**src/kdlp_pkg.sv**
```systemverilog
// shared constants and types for the keypad debounce and long-press block
package kdlp_pkg;

  // matrix geometry
  localparam int ROWS     = 6;
  localparam int COLS     = 5;
  localparam int MAX_POS  = 30;
  localparam int NPOS     = (ROWS * COLS < MAX_POS) ? ROWS * COLS : MAX_POS;

  // field widths
  localparam int IDX_W    = 5;
  localparam int CNT_W    = 4;
  localparam int TIME_W   = 32;
  localparam int CFG_W    = 32;
  localparam int CFG_IDX_W = 2;

  // configuration register indexes
  localparam logic [CFG_IDX_W-1:0] REG_VALID_MASK = 2'd0;
  localparam logic [CFG_IDX_W-1:0] REG_THRESHOLD  = 2'd1;
  localparam logic [CFG_IDX_W-1:0] REG_LONG_PRESS = 2'd2;

  // configuration reset values
  localparam logic [MAX_POS-1:0] MASK_RESET      = 30'd16252927;
  localparam logic [CNT_W-1:0]   THRESHOLD_RESET = 4'd3;
  localparam logic [TIME_W-1:0]  LONG_RESET      = 32'd1000;

  // input command codes
  localparam logic CMD_SCAN   = 1'b0;
  localparam logic CMD_INJECT = 1'b1;

  // what the merge stage found across all lanes
  typedef struct packed {
    logic             found;
    logic [IDX_W-1:0] idx;
  } merge_t;

endpackage

```
**src/kdlp_lane.sv**
```systemverilog
// one debounce lane: saturating up/down counter for a single key position
module kdlp_lane (
  input  logic                        clk_i,
  input  logic                        rst_ni,
  input  logic                        en_i,
  input  logic                        raw_i,
  input  logic                        mask_i,
  input  logic [kdlp_pkg::CNT_W-1:0]  thr_i,
  output logic                        det_o
);

  logic [kdlp_pkg::CNT_W-1:0] cnt_q, cnt_d, cnt_upd;

  // count up toward threshold while pressed, down toward zero while released
  always_comb begin
    cnt_upd = cnt_q;
    if (raw_i) begin
      if (cnt_q < thr_i) cnt_upd = cnt_q + 1'b1;
    end else if (cnt_q != '0) begin
      cnt_upd = cnt_q - 1'b1;
    end
    cnt_d = en_i ? cnt_upd : cnt_q;
  end

  // debounced pressed after this sample
  assign det_o = (cnt_upd >= thr_i) && mask_i;

  always_ff @(posedge clk_i or negedge rst_ni) begin
    if (!rst_ni) begin
      cnt_q <= '0;
    end else begin
      cnt_q <= cnt_d;
    end
  end

endmodule

```
**src/kdlp_merge.sv**
```systemverilog
// merge stage: picks the highest debounced position over all lanes
module kdlp_merge (
  input  logic [kdlp_pkg::NPOS-1:0] det_i,
  output kdlp_pkg::merge_t          res_o
);

  // later positions override earlier ones, so the highest wins
  always_comb begin
    res_o.found = 1'b0;
    res_o.idx   = '0;
    for (int p = 0; p < kdlp_pkg::NPOS; p++) begin
      if (det_i[p]) begin
        res_o.found = 1'b1;
        res_o.idx   = kdlp_pkg::IDX_W'(p);
      end
    end
  end

endmodule

```
**src/keypad_debounce_long_press_top.sv**
```systemverilog
// top level of the keypad debounce and long-press detector
// Each request carries one full matrix sample (or a virtual key injection) and
// the current millisecond time, and yields exactly one result: an optional
// press or long-press event plus the held key and the time of the last press.
// One request is taken per clock cycle unless stalled; the result is registered
// in the output register in the cycle after acceptance. All key positions have
// their own debounce counter and update in the same cycle, and one priority
// stage picks the highest debounced position. The output register frees itself
// when its result is taken, so a new request is accepted in the same cycle.
module keypad_debounce_long_press_top (
  input  logic                                clk_i,
  input  logic                                rst_ni,
  // configuration
  input  logic                                cfg_we_i,
  input  logic [kdlp_pkg::CFG_IDX_W-1:0]      cfg_index_i,
  input  logic [kdlp_pkg::CFG_W-1:0]          cfg_data_i,
  // request channel
  input  logic                                in_valid_i,
  output logic                                in_stall_o,
  input  logic                                cmd_i,
  input  logic [kdlp_pkg::MAX_POS-1:0]        pressed_bits_i,
  input  logic [kdlp_pkg::TIME_W-1:0]         now_ms_i,
  input  logic [kdlp_pkg::IDX_W-1:0]          inject_index_i,
  // result channel
  output logic                                out_valid_o,
  input  logic                                out_stall_i,
  output logic                                event_valid_o,
  output logic [kdlp_pkg::IDX_W-1:0]          event_key_o,
  output logic                                event_long_o,
  output logic                                key_held_o,
  output logic [kdlp_pkg::IDX_W-1:0]          held_key_o,
  output logic [kdlp_pkg::TIME_W-1:0]         last_press_time_o
);

  // configuration registers
  logic [kdlp_pkg::MAX_POS-1:0] mask_q;
  logic [kdlp_pkg::CNT_W-1:0]   thr_q;
  logic [kdlp_pkg::TIME_W-1:0]  long_q;

  // key tracking state
  logic                         held_q, held_d;
  logic [kdlp_pkg::IDX_W-1:0]   held_idx_q, held_idx_d;
  logic [kdlp_pkg::TIME_W-1:0]  start_q, start_d;
  logic [kdlp_pkg::TIME_W-1:0]  last_q, last_d;
  logic                         long_sent_q, long_sent_d;

  // output register
  logic                         out_valid_q;
  logic                         ev_valid_q, ev_long_q;
  logic [kdlp_pkg::IDX_W-1:0]   ev_key_q;
  logic                         ev_valid_d, ev_long_d;
  logic [kdlp_pkg::IDX_W-1:0]   ev_key_d;

  logic                         accept;
  logic                         scan_en;
  logic [kdlp_pkg::NPOS-1:0]    det;
  kdlp_pkg::merge_t             merged;
  logic [kdlp_pkg::TIME_W-1:0]  held_for;
  logic [31:0]                  mask_ext;
  logic                         inj_ok;

  // handshake: accept whenever the output slot is empty or being drained
  assign in_stall_o = out_valid_q && out_stall_i;
  assign accept     = in_valid_i && !in_stall_o;
  assign scan_en    = accept && (cmd_i == kdlp_pkg::CMD_SCAN);

  // configuration writes
  always_ff @(posedge clk_i or negedge rst_ni) begin
    if (!rst_ni) begin
      mask_q <= kdlp_pkg::MASK_RESET;
      thr_q  <= kdlp_pkg::THRESHOLD_RESET;
      long_q <= kdlp_pkg::LONG_RESET;
    end else if (cfg_we_i) begin
      unique case (cfg_index_i)
        kdlp_pkg::REG_VALID_MASK: mask_q <= cfg_data_i[kdlp_pkg::MAX_POS-1:0];
        kdlp_pkg::REG_THRESHOLD:  thr_q  <= cfg_data_i[kdlp_pkg::CNT_W-1:0];
        kdlp_pkg::REG_LONG_PRESS: long_q <= cfg_data_i[kdlp_pkg::TIME_W-1:0];
        default: ;
      endcase
    end
  end

  // one debounce lane per scanned position
  for (genvar g = 0; g < kdlp_pkg::NPOS; g++) begin : g_lane
    kdlp_lane u_lane (
      .clk_i  (clk_i),
      .rst_ni (rst_ni),
      .en_i   (scan_en),
      .raw_i  (pressed_bits_i[g]),
      .mask_i (mask_q[g]),
      .thr_i  (thr_q),
      .det_o  (det[g])
    );
  end

  // highest debounced key
  kdlp_merge u_merge (
    .det_i (det),
    .res_o (merged)
  );

  // injection check
  assign mask_ext = 32'(mask_q);
  assign inj_ok   = ({1'b0, inject_index_i} < 6'(kdlp_pkg::NPOS))
                    && mask_ext[inject_index_i];
  assign held_for = now_ms_i - start_q;

  // event decision and next tracking state
  always_comb begin
    held_d      = held_q;
    held_idx_d  = held_idx_q;
    start_d     = start_q;
    last_d      = last_q;
    long_sent_d = long_sent_q;
    ev_valid_d  = 1'b0;
    ev_key_d    = '0;
    ev_long_d   = 1'b0;
    if (cmd_i == kdlp_pkg::CMD_INJECT) begin
      if (inj_ok) begin
        start_d     = now_ms_i;
        last_d      = now_ms_i;
        long_sent_d = 1'b0;
        ev_valid_d  = 1'b1;
        ev_key_d    = inject_index_i;
        held_d      = 1'b0;
        held_idx_d  = '0;
      end
    end else if (merged.found) begin
      if (!held_q || (merged.idx != held_idx_q)) begin
        held_d      = 1'b1;
        held_idx_d  = merged.idx;
        start_d     = now_ms_i;
        long_sent_d = 1'b0;
        last_d      = now_ms_i;
        ev_valid_d  = 1'b1;
        ev_key_d    = merged.idx;
      end else if (!long_sent_q && (held_for >= long_q)) begin
        long_sent_d = 1'b1;
        ev_valid_d  = 1'b1;
        ev_key_d    = held_idx_q;
        ev_long_d   = 1'b1;
      end
    end else begin
      held_d     = 1'b0;
      held_idx_d = '0;
    end
  end

  // tracking state registers
  always_ff @(posedge clk_i or negedge rst_ni) begin
    if (!rst_ni) begin
      held_q      <= 1'b0;
      held_idx_q  <= '0;
      start_q     <= '0;
      last_q      <= '0;
      long_sent_q <= 1'b0;
    end else if (accept) begin
      held_q      <= held_d;
      held_idx_q  <= held_idx_d;
      start_q     <= start_d;
      last_q      <= last_d;
      long_sent_q <= long_sent_d;
    end
  end

  // output valid
  always_ff @(posedge clk_i or negedge rst_ni) begin
    if (!rst_ni) begin
      out_valid_q <= 1'b0;
    end else if (accept) begin
      out_valid_q <= 1'b1;
    end else if (!out_stall_i) begin
      out_valid_q <= 1'b0;
    end
  end

  // output payload
  always_ff @(posedge clk_i) begin
    if (accept) begin
      ev_valid_q <= ev_valid_d;
      ev_key_q   <= ev_key_d;
      ev_long_q  <= ev_long_d;
    end
  end

  assign out_valid_o       = out_valid_q;
  assign event_valid_o     = ev_valid_q;
  assign event_key_o       = ev_key_q;
  assign event_long_o      = ev_long_q;
  assign key_held_o        = held_q;
  assign held_key_o        = held_idx_q;
  assign last_press_time_o = last_q;

endmodule
```
**config.mk**
```make
export PLATFORM = sky130hd
export DESIGN_NAME = keypad_debounce_long_press_top
export DESIGN_NICKNAME = d
export VERILOG_FILES = /design/src/kdlp_pkg.sv /design/src/kdlp_lane.sv /design/src/kdlp_merge.sv /design/src/keypad_debounce_long_press_top.sv
export SDC_FILE = /design/constraint.sdc
export NUM_CORES = 1
export LEC_CHECK = 0
export ABC_AREA = 1
export BUFFER_PORTS_ARGS = -buffer_cell sky130_fd_sc_hd__buf_2
export CAP_MARGIN = 40
export CORE_UTILIZATION = 60
export DETAILED_ROUTE_END_ITERATION = 12
export PLACE_DENSITY = 0.85
export SLEW_MARGIN = 20
export SYNTH_ARGS = -nofsm -noshare
export SYNTH_HDL_FRONTEND = slang
export SYNTH_SLANG_ARGS = --single-unit
```
**constraint.sdc**
```tcl
create_clock -name clk_i -period 7.9 [get_ports clk_i]
set_clock_uncertainty 0.2 [all_clocks]
set_input_delay 0.79 -clock clk_i [delete_from_list [all_inputs] [get_ports clk_i]]
set_output_delay 0.79 -clock clk_i [all_outputs]
set_load 0.1 [all_outputs]
```
==> results.toml <==
[sta]
max_slew_margin = 0.444
fin_crit_ns = 6.13
totalNegativeSetupSlack_ns = 0
max_slew.worst_pin.slew_ns = 0.833
grt_setup_unrepaired = "no"
report.final.setup_viol = 0
slew_viol_final = 0
highest_clock_rate_ghz = 0.163
hold_slack_ns = 0.107
post-route-period-util = 0.776
finalHoldViolations = 0

[drt]
met3WireLength_um = 3550
first_iter_violations = 1589
drc_errors = 0
detailedRoute.firstPassIterationCount = 6
wl_met1_um = 23400
routedWlPerCell_um = 16.4
route.vias.total = 20200
met2_wirelength_um = 26800
vias_per_cell = 5.92
totalWireLength_um = 55900
postRouteAntennaNets = 0
maxUsedRoutingLayer = "met4"

[power_and_ir_drop]
switching_share = 0.503
total_switching_power_w = 0.00448
internal_power_w = 0.00442
worst_ir_drop_vdd_v = 0.000235
pwr_density_cell_nw_per_um2 = 382
p_seq_frac = 0.233
power.combinational.fraction = 0.610
clock_network_fraction_of_total_power = 0.156
cellLeakagePower_nw = 11.7

[cts]
postCtsSetupRepairBufs = 0
cts_tree = "done"
worstSkewPairLatency_ns = 0.57
clockRootBuffer = "sky130_fd_sc_hd__clkbuf_16"
cts-resized-gates = 0
clock_pin_slew_of_the_registers_on_the_worst_case_setup_and_hold_paths_ns = 0.06
clock_sinks = 233
htree_num_levels = 1
max-clock-path-buffers = 3
cts-buffers-inserted = 29
postCtsHoldBufs = 0

[setup_path]
critical_path.startpoint_type = "register"
worst-path-buf-inv = 4
crit_path_max_incr_delay_ns = 0.61
timing.critical_path.arrival_ns = 6.42
startpoint = "thr_q[3]"
endpoint_kind = "register"
worst_path_dominant_cell_family = "simple AND/OR/NAND/NOR gates"
worst_r2r_startpoint = "thr_q[3]"
crit_fanout = 37
crit_path_max_delay_cell_type = "sky130_fd_sc_hd__clkinv_1"
cpMostUsedCell = "sky130_fd_sc_hd__nand2_1"
data_required_time_at_the_worst_endpoint_ns = 8.18
crit_type = "register to register"

[die]
ioPinCount = 154
die_height_um = 189
fp.coreArea_um2 = 34500
start_util = 0.607
fp.dieArea_um2 = 35600
std_cell_rows = 68
chipWidth_um = 189

[cells_and_area]
mostFrequentLayoutCells = "sky130_fd_sc_hd__nand2_1 (547), sky130_fd_sc_hd__inv_1 (375), sky130_fd_sc_hd__ha_1 (333)"
areaGrowthSynthToFinish_pct = 11.4
leading_cell_type_in_the_layout_fill_and_taps_excluded = "sky130_fd_sc_hd__nand2_1"
final_nets = 3374
drive_above_1_share = 0.0972

[global_route]
antenna_violations_before_repair = 8
grt_first_pass_wirelength_um = 91600
grt.total_usage = 0.309
pin_count_of_the_biggest_net_entering_global_routing = 104
globalRouteOverflowTotal = 0
grt_pass1_vias = 19300

[placed_design]
finalWeightedCongestion = 0.946
place.detailed.hpwl_um = 41700
port_buffers = 153

[logic_synthesis]
synth_edf_count = 7
yosys_warnings = 0
synth_cells = 2790
yosysSeqAreaShare = 0.282
syn-num-nets = 3231
synthArstFlopShare = 0.970
synthesis.area_um2 = 20900
average_instance_area_after_synthesis_um2 = 7.50
yosys.cell_types.count = 52
commonest_register_cell_after_synthesis = "sky130_fd_sc_hd__dfrtp_1"
ys_seq_elements = 233

[job]
drv.max_cap_violation_count = 0

[outcome]
run_status = "complete, no violations"

[min_path]
worstHoldPathType = "primary input to asynchronous set/reset pin"
layer usage:
metal  global-route usage  vias up
met5                    0        -
met4                0.128        0
met3               0.0473      149
met2                0.534      655
met1                0.384     9519
li1                     -     9880
cells in the mapped netlist, drive strengths merged, types with 3 or more instances:
| cell | instances | share of area |
|---|---|---|
| nor2 | 116 | 0.021 |
| nand2 | 562 | 0.10 |
| o211ai | 54 | 0.019 |
| clkbuf | 51 | 0.0091 |
| dfrtp | 195 | 0.23 |
| o21bai | 4 | 0.0014 |
| nor3 | 20 | 0.0053 |
| o21a | 40 | 0.014 |
| xor2 | 57 | 0.024 |
| a211oi | 46 | 0.016 |
| nand4 | 31 | 0.010 |
| o31ai | 6 | 0.0026 |
| a21boi | 61 | 0.022 |
| buf | 12 | 0.0036 |
| a31oi | 51 | 0.015 |
| dfstp | 31 | 0.039 |
| inv | 382 | 0.068 |
| ha | 333 | 0.20 |
| xnor2 | 13 | 0.0054 |
| edfxtp | 7 | 0.010 |
| o21ai | 348 | 0.084 |
| o22ai | 6 | 0.0018 |
| o221ai | 7 | 0.0032 |
| nand3 | 161 | 0.039 |
| o311ai | 3 | 0.0013 |
| a21oi | 179 | 0.043 |
area by class of cell:
class                           instances  area [µm²]
Inverter                              383        1440
Timing Repair Buffer                  175        1060
Multi-Input combinational cell       2111       13300
Clock inverter                          8         144
Fill cell                            2772       11100
Sequential cell                       233        5900
Antenna cell                            8        20.0
Tap cell                              455         569
Clock buffer                           42         835
worst register-to-register path: cells and delay by family, from the launching register on:
| kind | cells | cell delay (ns) |
|---|---|---|
| AND/OR/NAND/NOR | 10 | 1.88 |
| flip-flops | 1 | 0.39 |
| adder cells (fa/ha/maj) | 2 | 0.60 |
| AO/OA/AOI/OAI | 9 | 1.52 |
| buffers and inverters | 4 | 1.47 |
cell families after synthesis:
family / synth area share
adder cells (fa/ha/maj): 0.200
AO/OA/AOI/OAI: 0.228
buffers and inverters: 0.0814
flip-flops: 0.282
XOR/XNOR: 0.0293
AND/OR/NAND/NOR: 0.179
stage by stage:
step,instance area (µm²),cells,total power (W),utilization,setup WS (ns)
2_1_floorplan,20900,2790,0.00609,-,2.41
3_3_place_gp,22200,3351,0.00707,0.644,2.05
3_5_place_dp,22300,3356,0.00740,0.647,1.74
4_1_cts,23300,3406,0.00885,0.676,1.71
5_1_grt,23300,3412,0.00975,0.676,1.31
6_report,23300,3415,0.00890,0.677,1.77
state kept, by name, indices dropped and copies added (netlist names):
| register | count |
|---|---|
| mask_q | 30 |
| long_q | 32 |
| long_sent_q | 1 |
| out_valid_o | 1 |
| held_key_o | 5 |
| key_held_o | 1 |
| thr_q | 4 |
| event_key_o | 5 |
| last_press_time_o | 32 |
| event_long_o | 1 |
| event_valid_o | 1 |
| g_lane.u_lane.cnt_q | 120 |
worst paths after layout:
| kind | end | slack (ns) | cells after the start |
|---|---|---|---|
| worst max register to register | last_press_time_o[0] | 1.77 | 25 |
| worst min register to register | long_q[19] | 0.29 | 2 |
| max in group asynchronous | g_lane[26].u_lane.cnt_q[1] | 6.18 | 3 |
| min in group clk_i | out_valid_o | 0.23 | 3 |
| worst min-delay path | last_press_time_o[9] | 0.11 | 1 |
| worst max-delay path | last_press_time_o[0] | 1.77 | 25 |
power groups by stage:
| stage | Sequential, W | Combinational, W | Clock, W |
|---|---|---|---|
| 2_1_floorplan | 0.00234 | 0.00375 | 0 |
| 3_3_place_gp | 0.00205 | 0.00501 | 0 |
| 3_5_place_dp | 0.00207 | 0.00533 | 0 |
| 4_1_cts | 0.00206 | 0.00538 | 0.00141 |
| 5_1_grt | 0.00212 | 0.00618 | 0.00145 |
| 6_report | 0.00208 | 0.00543 | 0.00139 |
No activity file was read; power rests on OpenSTA's default activity.
